**src/hdl/contiguous_page_allocator_macros.svh**
```systemverilog
// ----------------------------------------------------------------------------
// Contiguous page allocator assertion macros
// Shared concurrent assertion forms, clocked on clock and disabled in reset.
// ----------------------------------------------------------------------------
`ifndef CONTIGUOUS_PAGE_ALLOCATOR_MACROS_SVH
`define CONTIGUOUS_PAGE_ALLOCATOR_MACROS_SVH

// Consequent must hold in the same cycle as the antecedent.
`define CPA_ASSERT_SAME(label, ante, cons, msg) \
   label: assert property (@(posedge clock) disable iff (reset) (ante) |-> (cons)) \
      else $error(msg);

// Consequent must hold in the cycle after the antecedent.
`define CPA_ASSERT_NEXT(label, ante, cons, msg) \
   label: assert property (@(posedge clock) disable iff (reset) (ante) |=> (cons)) \
      else $error(msg);

`endif

```
**src/hdl/cpa_pkg.sv**
```systemverilog
// ----------------------------------------------------------------------------
// Contiguous page allocator package
// Beat types, command and status codes, sequencer states and control structs.
// ----------------------------------------------------------------------------
package cpa_pkg;

   // Default size of the page table.
   localparam int PAGES_DEFAULT = 16;

   // Command codes.
   localparam logic CMD_ALLOC = 1'b0;
   localparam logic CMD_FREE  = 1'b1;

   // Result status codes.
   localparam logic [1:0] STATUS_DONE = 2'd0;
   localparam logic [1:0] STATUS_BAD  = 2'd1;
   localparam logic [1:0] STATUS_FULL = 2'd2;

   // Request beat.
   typedef struct packed {
      logic       cmd;
      logic [3:0] first_page;
      logic [4:0] page_count;
   } req_type;

   // Result beat.
   typedef struct packed {
      logic [1:0] status;
      logic [3:0] granted_start;
      logic [4:0] already_free;
      logic [4:0] used_total;
   } rsp_type;

   // Sequencer states.
   typedef enum logic [2:0] {
      ST_IDLE,
      ST_SCAN,
      ST_MARK,
      ST_CLEAR,
      ST_RESP
   } state_type;

   // Step strobes from the sequencer to the page unit.
   typedef struct packed {
      logic load;
      logic scan;
      logic mark;
      logic clear;
   } ctrl_type;

   // Conditions from the page unit to the sequencer.
   typedef struct packed {
      logic req_bad;
      logic req_free;
      logic scan_hit;
      logic scan_end;
      logic last_beat;
   } cond_type;

endpackage

```
**src/hdl/contiguous_page_allocator.sv**
```systemverilog
// ----------------------------------------------------------------------------
// Contiguous page allocator
// First-fit allocator over a bitmap of PAGES pages, one page handled a cycle.
// ----------------------------------------------------------------------------
// Usage:
// A request beat (req_data) is taken at a rising edge where start is high and
// busy is low. An allocate scans the map from page 0 one page per cycle until
// it finds page_count free pages in a row, then marks that run, one page per
// cycle. A free walks its range one page per cycle, clearing marks and counting
// pages that were free already. Every request gives exactly one result beat on
// rsp_data, marked by rsp_strobe for one cycle; the receiver cannot stall it.
// An allocate that finds a run goes from the scan pass to the mark pass and
// then to the result; one that finds none ends the scan at the last page with
// status full. A free goes from its clear pass to the result, and an invalid
// request goes straight to the result. The next request is taken the cycle
// after the strobe, so a request occupies the block until its result beat is
// done. Reset is synchronous; it marks all pages free and returns the block to
// idle with no result pending.
// ----------------------------------------------------------------------------
module contiguous_page_allocator #(
   parameter int PAGES = cpa_pkg::PAGES_DEFAULT
) (
   input  logic             clock,
   input  logic             reset,
   input  logic             start,
   input  cpa_pkg::req_type req_data,
   output logic             busy,
   output logic             rsp_strobe,
   output cpa_pkg::rsp_type rsp_data
);

   cpa_pkg::ctrl_type ctrl;
   cpa_pkg::cond_type cond;

   // Sequencer.
   cpa_seq u_seq (
      .clock      (clock),
      .reset      (reset),
      .start      (start),
      .cond       (cond),
      .ctrl       (ctrl),
      .busy       (busy),
      .rsp_strobe (rsp_strobe)
   );

   // Page map and step unit.
   cpa_unit #(
      .PAGES (PAGES)
   ) u_unit (
      .clock    (clock),
      .reset    (reset),
      .req_data (req_data),
      .ctrl     (ctrl),
      .cond     (cond),
      .rsp_data (rsp_data)
   );

endmodule

```
**src/hdl/cpa_seq.sv**
```systemverilog
// ----------------------------------------------------------------------------
// Contiguous page allocator sequencer
// Steps the page unit through scan, mark and clear passes, one page a cycle.
// ----------------------------------------------------------------------------
`include "contiguous_page_allocator_macros.svh"

module cpa_seq (
   input  logic              clock,
   input  logic              reset,
   input  logic              start,
   input  cpa_pkg::cond_type cond,
   output cpa_pkg::ctrl_type ctrl,
   output logic              busy,
   output logic              rsp_strobe
);

   cpa_pkg::state_type state_ff;
   cpa_pkg::state_type state_in;

   // Next state.
   always_comb begin
      state_in = state_ff;
      unique case (state_ff)
         cpa_pkg::ST_IDLE: begin
            if (start) begin
               if (cond.req_bad) begin
                  state_in = cpa_pkg::ST_RESP;
               end else if (cond.req_free) begin
                  state_in = cpa_pkg::ST_CLEAR;
               end else begin
                  state_in = cpa_pkg::ST_SCAN;
               end
            end
         end
         cpa_pkg::ST_SCAN: begin
            if (cond.scan_hit) begin
               state_in = cpa_pkg::ST_MARK;
            end else if (cond.scan_end) begin
               state_in = cpa_pkg::ST_RESP;
            end
         end
         cpa_pkg::ST_MARK: begin
            if (cond.last_beat) begin
               state_in = cpa_pkg::ST_RESP;
            end
         end
         cpa_pkg::ST_CLEAR: begin
            if (cond.last_beat) begin
               state_in = cpa_pkg::ST_RESP;
            end
         end
         cpa_pkg::ST_RESP: begin
            state_in = cpa_pkg::ST_IDLE;
         end
         default: begin
            state_in = cpa_pkg::ST_IDLE;
         end
      endcase
   end

   // Outputs decoded from the state.
   always_comb begin
      ctrl.load  = (state_ff == cpa_pkg::ST_IDLE) && start;
      ctrl.scan  = (state_ff == cpa_pkg::ST_SCAN);
      ctrl.mark  = (state_ff == cpa_pkg::ST_MARK);
      ctrl.clear = (state_ff == cpa_pkg::ST_CLEAR);
      busy       = (state_ff != cpa_pkg::ST_IDLE);
      rsp_strobe = (state_ff == cpa_pkg::ST_RESP);
   end

   // State register.
   always_ff @(posedge clock) begin
      if (reset) begin
         state_ff <= cpa_pkg::ST_IDLE;
      end else begin
         state_ff <= state_in;
      end
   end

   // A result beat lasts one cycle, an accepted request makes the block busy, and no request is loaded while busy.
   `CPA_ASSERT_NEXT(a_strobe_single, rsp_strobe, !rsp_strobe, "result strobe held over two cycles")
   `CPA_ASSERT_NEXT(a_accept_busy, start && !busy, busy, "accepted request did not raise busy")
   `CPA_ASSERT_SAME(a_steps_exclusive, busy, !ctrl.load, "request loaded while busy")

endmodule

```
**src/hdl/cpa_unit.sv**
```systemverilog
// ----------------------------------------------------------------------------
// Contiguous page allocator page unit
// Holds the used map and counters; examines or updates one page per step.
// ----------------------------------------------------------------------------
`include "contiguous_page_allocator_macros.svh"

module cpa_unit #(
   parameter int PAGES = cpa_pkg::PAGES_DEFAULT
) (
   input  logic              clock,
   input  logic              reset,
   input  cpa_pkg::req_type  req_data,
   input  cpa_pkg::ctrl_type ctrl,
   output cpa_pkg::cond_type cond,
   output cpa_pkg::rsp_type  rsp_data
);

   localparam int PTR_W = $clog2(PAGES);
   localparam int CNT_W = $clog2(PAGES + 1);
   localparam int CMP_W = ((CNT_W > 5) ? CNT_W : 5) + 1;

   logic [PAGES-1:0] map_ff,     map_in;
   logic [PTR_W-1:0] ptr_ff,     ptr_in;
   logic [CNT_W-1:0] run_ff,     run_in;
   logic [CNT_W-1:0] rem_ff,     rem_in;
   logic [CNT_W-1:0] used_ff,    used_in;
   logic [CNT_W-1:0] already_ff, already_in;
   logic [1:0]       status_ff,  status_in;
   logic [3:0]       granted_ff, granted_in;

   logic [CMP_W-1:0] req_count;
   logic [CMP_W-1:0] req_first;
   logic             page_used;
   logic [PTR_W-1:0] run_start;

   // Request checks on the incoming beat, and scan conditions for the page
   // under the pointer.
   always_comb begin
      req_count = CMP_W'(req_data.page_count);
      req_first = CMP_W'(req_data.first_page);
      cond.req_free = (req_data.cmd == cpa_pkg::CMD_FREE);
      if (cond.req_free) begin
         cond.req_bad = (req_count == '0) || (req_first >= CMP_W'(PAGES)) ||
                        ((req_first + req_count) > CMP_W'(PAGES));
      end else begin
         cond.req_bad = (req_count == '0) || (req_count > CMP_W'(PAGES));
      end
      page_used      = map_ff[ptr_ff];
      cond.scan_hit  = !page_used && (CNT_W'(run_ff + CNT_W'(1)) == rem_ff);
      cond.scan_end  = (ptr_ff == PTR_W'(PAGES - 1));
      cond.last_beat = (rem_ff == CNT_W'(1));
      run_start      = ptr_ff - PTR_W'(rem_ff - CNT_W'(1));
   end

   // Shared step logic: one page examined or updated per cycle.
   always_comb begin
      map_in     = map_ff;
      ptr_in     = ptr_ff;
      run_in     = run_ff;
      rem_in     = rem_ff;
      used_in    = used_ff;
      already_in = already_ff;
      status_in  = status_ff;
      granted_in = granted_ff;
      priority if (ctrl.load) begin
         ptr_in     = cond.req_free ? PTR_W'(req_data.first_page) : '0;
         run_in     = '0;
         rem_in     = CNT_W'(req_data.page_count);
         already_in = '0;
         granted_in = '0;
         status_in  = cond.req_bad ? cpa_pkg::STATUS_BAD : cpa_pkg::STATUS_DONE;
      end else if (ctrl.scan) begin
         run_in = page_used ? '0 : CNT_W'(run_ff + CNT_W'(1));
         if (cond.scan_hit) begin
            ptr_in     = run_start;
            granted_in = 4'(run_start);
         end else if (cond.scan_end) begin
            status_in = cpa_pkg::STATUS_FULL;
         end else begin
            ptr_in = ptr_ff + PTR_W'(1);
         end
      end else if (ctrl.mark) begin
         map_in[ptr_ff] = 1'b1;
         used_in        = used_ff + CNT_W'(1);
         ptr_in         = ptr_ff + PTR_W'(1);
         rem_in         = rem_ff - CNT_W'(1);
      end else if (ctrl.clear) begin
         map_in[ptr_ff] = 1'b0;
         if (page_used) begin
            used_in = used_ff - CNT_W'(1);
         end else begin
            already_in = already_ff + CNT_W'(1);
         end
         ptr_in = ptr_ff + PTR_W'(1);
         rem_in = rem_ff - CNT_W'(1);
      end
   end

   // Map and used count are cleared by reset; the rest is working data.
   always_ff @(posedge clock) begin
      if (reset) begin
         map_ff  <= '0;
         used_ff <= '0;
      end else begin
         map_ff  <= map_in;
         used_ff <= used_in;
      end
   end

   always_ff @(posedge clock) begin
      ptr_ff     <= ptr_in;
      run_ff     <= run_in;
      rem_ff     <= rem_in;
      already_ff <= already_in;
      status_ff  <= status_in;
      granted_ff <= granted_in;
   end

   // Result beat, counts masked to the field widths.
   always_comb begin
      rsp_data.status        = status_ff;
      rsp_data.granted_start = granted_ff;
      rsp_data.already_free  = 5'(already_ff);
      rsp_data.used_total    = 5'(used_ff);
   end

   // The used count tracks the map, a mark pass only ever takes free pages, and a clear pass leaves its page free.
   `CPA_ASSERT_SAME(a_used_count, 1'b1, CNT_W'($countones(map_ff)) == used_ff, "used count off")
   `CPA_ASSERT_SAME(a_mark_free_page, ctrl.mark, !map_ff[ptr_ff], "mark pass hit a used page")
   `CPA_ASSERT_NEXT(a_clear_takes, ctrl.clear, !map_ff[$past(ptr_ff)], "cleared page still used")

endmodule
```
**config.mk**
```make
export PLATFORM = sky130hd
export DESIGN_NAME = contiguous_page_allocator
export DESIGN_NICKNAME = d
export VERILOG_FILES = /design/src/hdl/cpa_pkg.sv /design/src/hdl/contiguous_page_allocator.sv /design/src/hdl/cpa_seq.sv /design/src/hdl/cpa_unit.sv
export VERILOG_INCLUDE_DIRS = /design/src /design/src/hdl
export SDC_FILE = /design/constraint.sdc
export NUM_CORES = 1
export LEC_CHECK = 0
export BUFFER_PORTS_ARGS = -buffer_cell sky130_fd_sc_hd__buf_2
export CAP_MARGIN = 15
export CORE_UTILIZATION = 38
export DETAILED_ROUTE_END_ITERATION = 6
export HOLD_SLACK_MARGIN = 0.02
export PLACE_DENSITY_LB_ADDON = 0.12
export SLEW_MARGIN = 5
export SYNTH_ARGS = -nofsm -noshare
export SYNTH_HDL_FRONTEND = slang
export SYNTH_SLANG_ARGS = --single-unit
export TNS_END_PERCENT = 100
```
**constraint.sdc**
```tcl
create_clock -name clock -period 3.4 [get_ports clock]
set_clock_uncertainty 0.2 [all_clocks]
set_input_delay 0.51 -clock clock [delete_from_list [all_inputs] [get_ports clock]]
set_output_delay 0.51 -clock clock [all_outputs]
set_load 0.01 [all_outputs]
```
* After elaboration in Yosys (flattened, before gate mapping)
Cells that the tools add are included.
Word-level totals: flip-flop bits (word level) 49, latch bits 0, RAM bits 0, ROM bits 0, memories kept 0
Cells by class: add/subtract/negate cells 8, $mul 0, div/mod/pow operators 0, magnitude comparators 4, eq/ne operators 13, shift operators 0, muxes and demuxes 34, bitwise gates (word level) 7, reductions and logical operators 24
Operators by type and width (number):
- $mux W5 | 8
- $mux W16 | 2
- $mux W4 | 7
- $and A16 B16 Y16 | 1
- $not A16 Y16 | 1
- $or A16 B16 Y16 | 1
- $add A5 B1 Y5 const B | 3
- $mux W3 | 5
- $mux W2 | 5
- $sub A5 B1 Y5 const B | 2
- $pmux W3 S3 | 1
- $reduce_and A3 Y1 | 3
- $reduce_and A4 Y1 | 2
- $reduce_bool A2 Y1 | 4
- $add A4 B5 Y6 | 1
- $eq A3 B2 Y1 const B | 2
- $gt A6 B5 Y1 const B | 1
- $reduce_and A2 Y1 | 3
- $reduce_bool A3 Y1 | 2
- $eq A5 B1 Y1 const B | 1
- $eq A5 B5 Y1 | 1
- $gt A5 B5 Y1 const B | 1
- $logic_not A5 Y1 | 1
- $lt A4 B5 Y1 const B | 1
- 20 further kinds | 31

* Depth between registers and ports, before layout
word-level depth 8, depth in mapped cells 9, depth with buffers taken out 8

* By module
Synthesis repeated with hierarchy kept, for this count alone.
Second synthesis, totals: cells, all modules 324, area total of the unflattened synthesis 2995.4 um^2
Modules (own cells, without submodules):
- cpa_unit | times used 1, cells an instance 300, area an instance 2778.9 um^2, seq. area each 1031.0 um^2
- cpa_seq | times used 1, cells an instance 24, area an instance 216.5 um^2, seq. area each 60.1 um^2

* Worst setup path after synthesis
No wires, ideal clock.
path kind input-to-reg, start point input port req_data[0] in the netlist's numbering, end point register u_unit.status_ff[0] (data pin), library setup time 0.266 ns, data arrival time 2.243 ns, data required time 2.934 ns, path slack 0.691 ns, stages on the path 7, buffers on the path 0, path through ha_1 > fa_1 > or2_2 > a2111oi_0 > nor3_1 > a211oi_1 > nor2_1
On the way: word-level cells in the longest chain between the ends 6
Ends and longest elaborated chain:
- start, declared | RTL line contiguous_page_allocator.sv:26 | input cpa_pkg::req_type req_data,
- $add A4 B5 Y6 | RTL line cpa_unit.sv:44 | ((req_first + req_count) > CMP_W'(PAGES));
- $gt A6 B5 Y1 | RTL line cpa_unit.sv:44
- $logic_or A1 B1 Y1 | RTL line cpa_unit.sv:43 | cond.req_bad = (req_count == '0) || (req_first >= CMP_W'(PAGES)) ||
- $mux W1 * | RTL line cpa_unit.sv:42 | if (cond.req_free) begin
- $mux W1 * | RTL line cpa_unit.sv:71 | status_in = cond.req_bad ? cpa_pkg::STATUS_BAD : cpa_pkg::STATUS_DONE;
- $mux W2 * | RTL line cpa_unit.sv:65 | priority if (ctrl.load) begin
- end signal, assigned | RTL line cpa_unit.sv:115 | status_ff <= status_in;
- end, declared | RTL line cpa_unit.sv:28 | logic [1:0] status_ff, status_in;
Mark *: on every way between the ends. The rest lies on a longest branch, timed or not. A chain may end at the register's enable or synchronous reset.

* Worst setup path after layout
start point register u_unit.ptr_ff[1], end point register u_unit.already_ff[3]
On the way: word-level cells in the longest chain between the ends 4
Ends and longest elaborated chain:
- start, declared | RTL line cpa_unit.sv:23 | logic [PTR_W-1:0] ptr_ff, ptr_in;
- start signal, assigned | RTL line cpa_unit.sv:111 | ptr_ff <= ptr_in;
- $bmux W1 S4 | RTL line cpa_unit.sv:48 | page_used = map_ff[ptr_ff];
- $mux W1 (implied by the code) | RTL line cpa_unit.sv:48
- $not A1 Y1 (no line)
- $reduce_and A4 Y1 (no line)
- end signal, assigned | RTL line cpa_unit.sv:114 | already_ff <= already_in;
- end, declared | RTL line cpa_unit.sv:27 | logic [CNT_W-1:0] already_ff, already_in;
No other way between the ends. The select of a mux whose other input is x is not followed.

==> results.sh <==
export IMPL_status="finished clean"
export IMPL_drv_slew=0
export IMPL_start_util=0.400
export IMPL_vdd_drop_max_mv=0.245
export IMPL_synth_common_cells="38 x dfxtp_1, 35 x a21oi_1, 32 x nor2_1"
export IMPL_holdWs_ns=0.277
export IMPL_grt_start_max_net_pins=26
export IMPL_synth_top_flop_cell="dfxtp_1"
export IMPL_wl_per_cell_um=14.6
export IMPL_wl_met1_um=3340
export IMPL_placed_cells=450
export IMPL_antenna_cells=0
export IMPL_dr_pass1_iters=4
export IMPL_synth_area_um2=2970
export IMPL_crit_family="multiplexers"
export IMPL_syn_avg_cell_area_um2=8.88
export IMPL_ys_async_sr_fraction=0
export IMPL_cp_arrival_ns=2.99
export IMPL_synth_top_cell_by_area="dfxtp_1"
export IMPL_drv_cap=0
export IMPL_tightest_slew_ns=0.516
export IMPL_worst_path_buf_inv=1
export IMPL_cp_required_ns=3.45
export IMPL_p_total_mw=1.87
export IMPL_grt_pass1_wl_um=11100
export IMPL_nFillCells=744
export IMPL_met2WireLength_um=3070
export IMPL_cts_resized=0
export IMPL_cts_root_buf="clkbuf_8"
export IMPL_cp_common_cell="mux2i_1"
export IMPL_viasPerCell=5.35
export IMPL_wl_um=6690
export IMPL_grt_pass1_vias=2252
export IMPL_cts_hold_buf=0
export IMPL_dieArea_um2=8160
export IMPL_die_w_um=90.3
export IMPL_drc=0
export IMPL_area_growth_pct=11.1
export IMPL_track_usage=0.169
export IMPL_io_pins=31
export IMPL_yosysMostFrequentCell="dfxtp_1"
export IMPL_drive_gt1_frac=0.151
export IMPL_cts_setup_buffers=0
export IMPL_min_path_type="flip-flop to flip-flop"
export IMPL_synth_cells=334
export IMPL_drt_iter0_markers=95
export IMPL_seq_area_frac_synth=0.368
export IMPL_crit_fanout=11
export IMPL_numCtsBuffers=5
export IMPL_gp_congestion=0.782
export IMPL_fin_setup_tns_ns=0
export IMPL_clk_latency_ns=0.30
export IMPL_setup_worst_path_end_class="flip-flop"
export IMPL_finalSetupViolations=0
export IMPL_num_vias=2443
export IMPL_antenna_found_initial=0
export IMPL_floorplan_die_height_um=90.3
export IMPL_slowest_stage="edfxtp_1"
export IMPL_path_class="flip-flop to flip-flop"
export IMPL_grt_overflow_total=0
export IMPL_synth_edf_count=11
export IMPL_power_density_nw_per_um2=567
export IMPL_max_freq_mhz=340
export IMPL_ant_nets=0
export IMPL_cpPeakStageDelay_ns=0.66
export IMPL_cts_htree_levels=2
export IMPL_dp_hpwl_um=4900
export IMPL_ys_types=50
export IMPL_highest_layer="met4"
export IMPL_coreArea_um2=7410
export IMPL_clk_pin_slew_ns=0.09
export IMPL_synth_fp_nets=368
export IMPL_wl_met3_um=218
export IMPL_ys_ff_latch=49
export IMPL_rsz0062_at_grt="false"
export IMPL_clock_path_buffers=2
export IMPL_nets=392
export IMPL_num_rows=31
export IMPL_yosys_warnings=0
export IMPL_min_period_ns=2.94
export IMPL_cts_sinks=49
export IMPL_crit_chain="mux4_2, mux2i_1, mux2i_1, buf_4, or3_4, or3_1, a21oi_1"
export IMPL_cellLeakagePower_nw=1.28
export IMPL_ys_top_cells_by_area="dfxtp_1 26%, edfxtp_1 11%, ha_1 7.6%"
export IMPL_portBuffers=30
export IMPL_stdcell_count=457
export IMPL_finalHoldViolCount=0
export IMPL_synth_top_area_frac=0.257
export IMPL_cts_tree="done"
export IMPL_fin_crit_sh=0.865
export IMPL_start_kind="flip-flop"
export IMPL_slew_headroom=0.646
==> per-stage QoR <==
step / util / worst slack [ns] / instance area [um2]
floorplan: - / 0.691 / 2970
global placement: 0.431 / 0.336 / 3200
detailed placement: 0.431 / 0.317 / 3200
CTS: 0.445 / 0.463 / 3290
global route: 0.445 / 0.284 / 3290
finish: 0.445 / 0.459 / 3290
==> where the power goes <==
| part | internal, mW | leakage (nW) | switching, mW |
|---|---|---|---|
| Sequential | 0.689 | 0.414 | 0.115 |
| Combinational | 0.297 | 0.819 | 0.385 |
| Clock | 0.185 | 0.0522 | 0.198 |
| Total | 1.17 | 1.28 | 0.698 |
==> layer usage <==
layer / up-vias / track usage
met1: 1151 / 0.235
met5: - / 0
li1: 1245 / -
met4: 0 / 0.0470
met2: 41 / 0.270
met3: 6 / 0.0295
==> final cells by class <==
cell class	instances	area (um2)	area share
sequential	49	1090	0.331
inverter	11	41.3	0.0125
tap	99	124	0.0376
timing repair buffer	35	188	0.0570
clock buffer	6	93.8	0.0285
multi-input combinational	256	1750	0.532
clock inverter	1	5.00	0.00152
==> final timing paths <==
kind / from / end / slack, ns / cells after the start
max: u_unit.ptr_ff[1] / u_unit.already_ff[3] / 0.46 / 7
min: flip-flop / flip-flop / 0.28 / 2
max reg2reg: u_unit.ptr_ff[1] / u_unit.already_ff[3] / 0.46 / 7
min reg2reg: flip-flop / flip-flop / 0.28 / 2
==> worst register-to-register path, stage by stage, from the launching register on <==
cell and delay [ns]:
edfxtp_1 0.66, mux4_2 0.57, mux2i_1 0.16, mux2i_1 0.20
buf_4 0.25, or3_4 0.36, or3_1 0.35, a21oi_1 0.13
==> cells by family (layout without fill, tap and decap cells) <==
| family | after synthesis | in the layout | share of synthesized area |
|---|---|---|---|
| AOI/OAI and AO/OA | 94 | 94 | 0.190 |
| buffers and inverters | 29 | 53 | 0.0414 |
| DFF | 49 | 49 | 0.368 |
| and+or+nand+nor | 109 | 109 | 0.187 |
| xor gates and xnor gates | 19 | 19 | 0.0561 |
| muxes | 13 | 13 | 0.0612 |
| adders and majority gates | 21 | 21 | 0.0962 |
==> layout by cell type (no fill, tap or decap), drive strengths merged, types with 2 or more instances in the layout <==
| cell type | instances |
|---|---|
| dfxtp | 38 |
| a21oi | 35 |
| buf | 35 |
| nor2 | 32 |
| o21ai | 27 |
| or3 | 19 |
| nand2 | 18 |
| ha | 18 |
| xnor2 | 14 |
| edfxtp | 11 |
| inv | 10 |
| nand2b | 9 |
| nand3 | 9 |
| mux2i | 8 |
| nor3 | 8 |
| a211oi | 6 |
| clkbuf | 6 |
| xor2 | 5 |
| a21o | 5 |
| nor4 | 5 |
| mux4 | 4 |
| and2 | 3 |
| o31ai | 3 |
| o21a | 3 |
| fa | 3 |
| nor2b | 2 |
| o211ai | 2 |
| or2 | 2 |
| a31o | 2 |
| a2bb2oi | 2 |
| clkinv | 2 |
(Power assumes the default switching activity.)
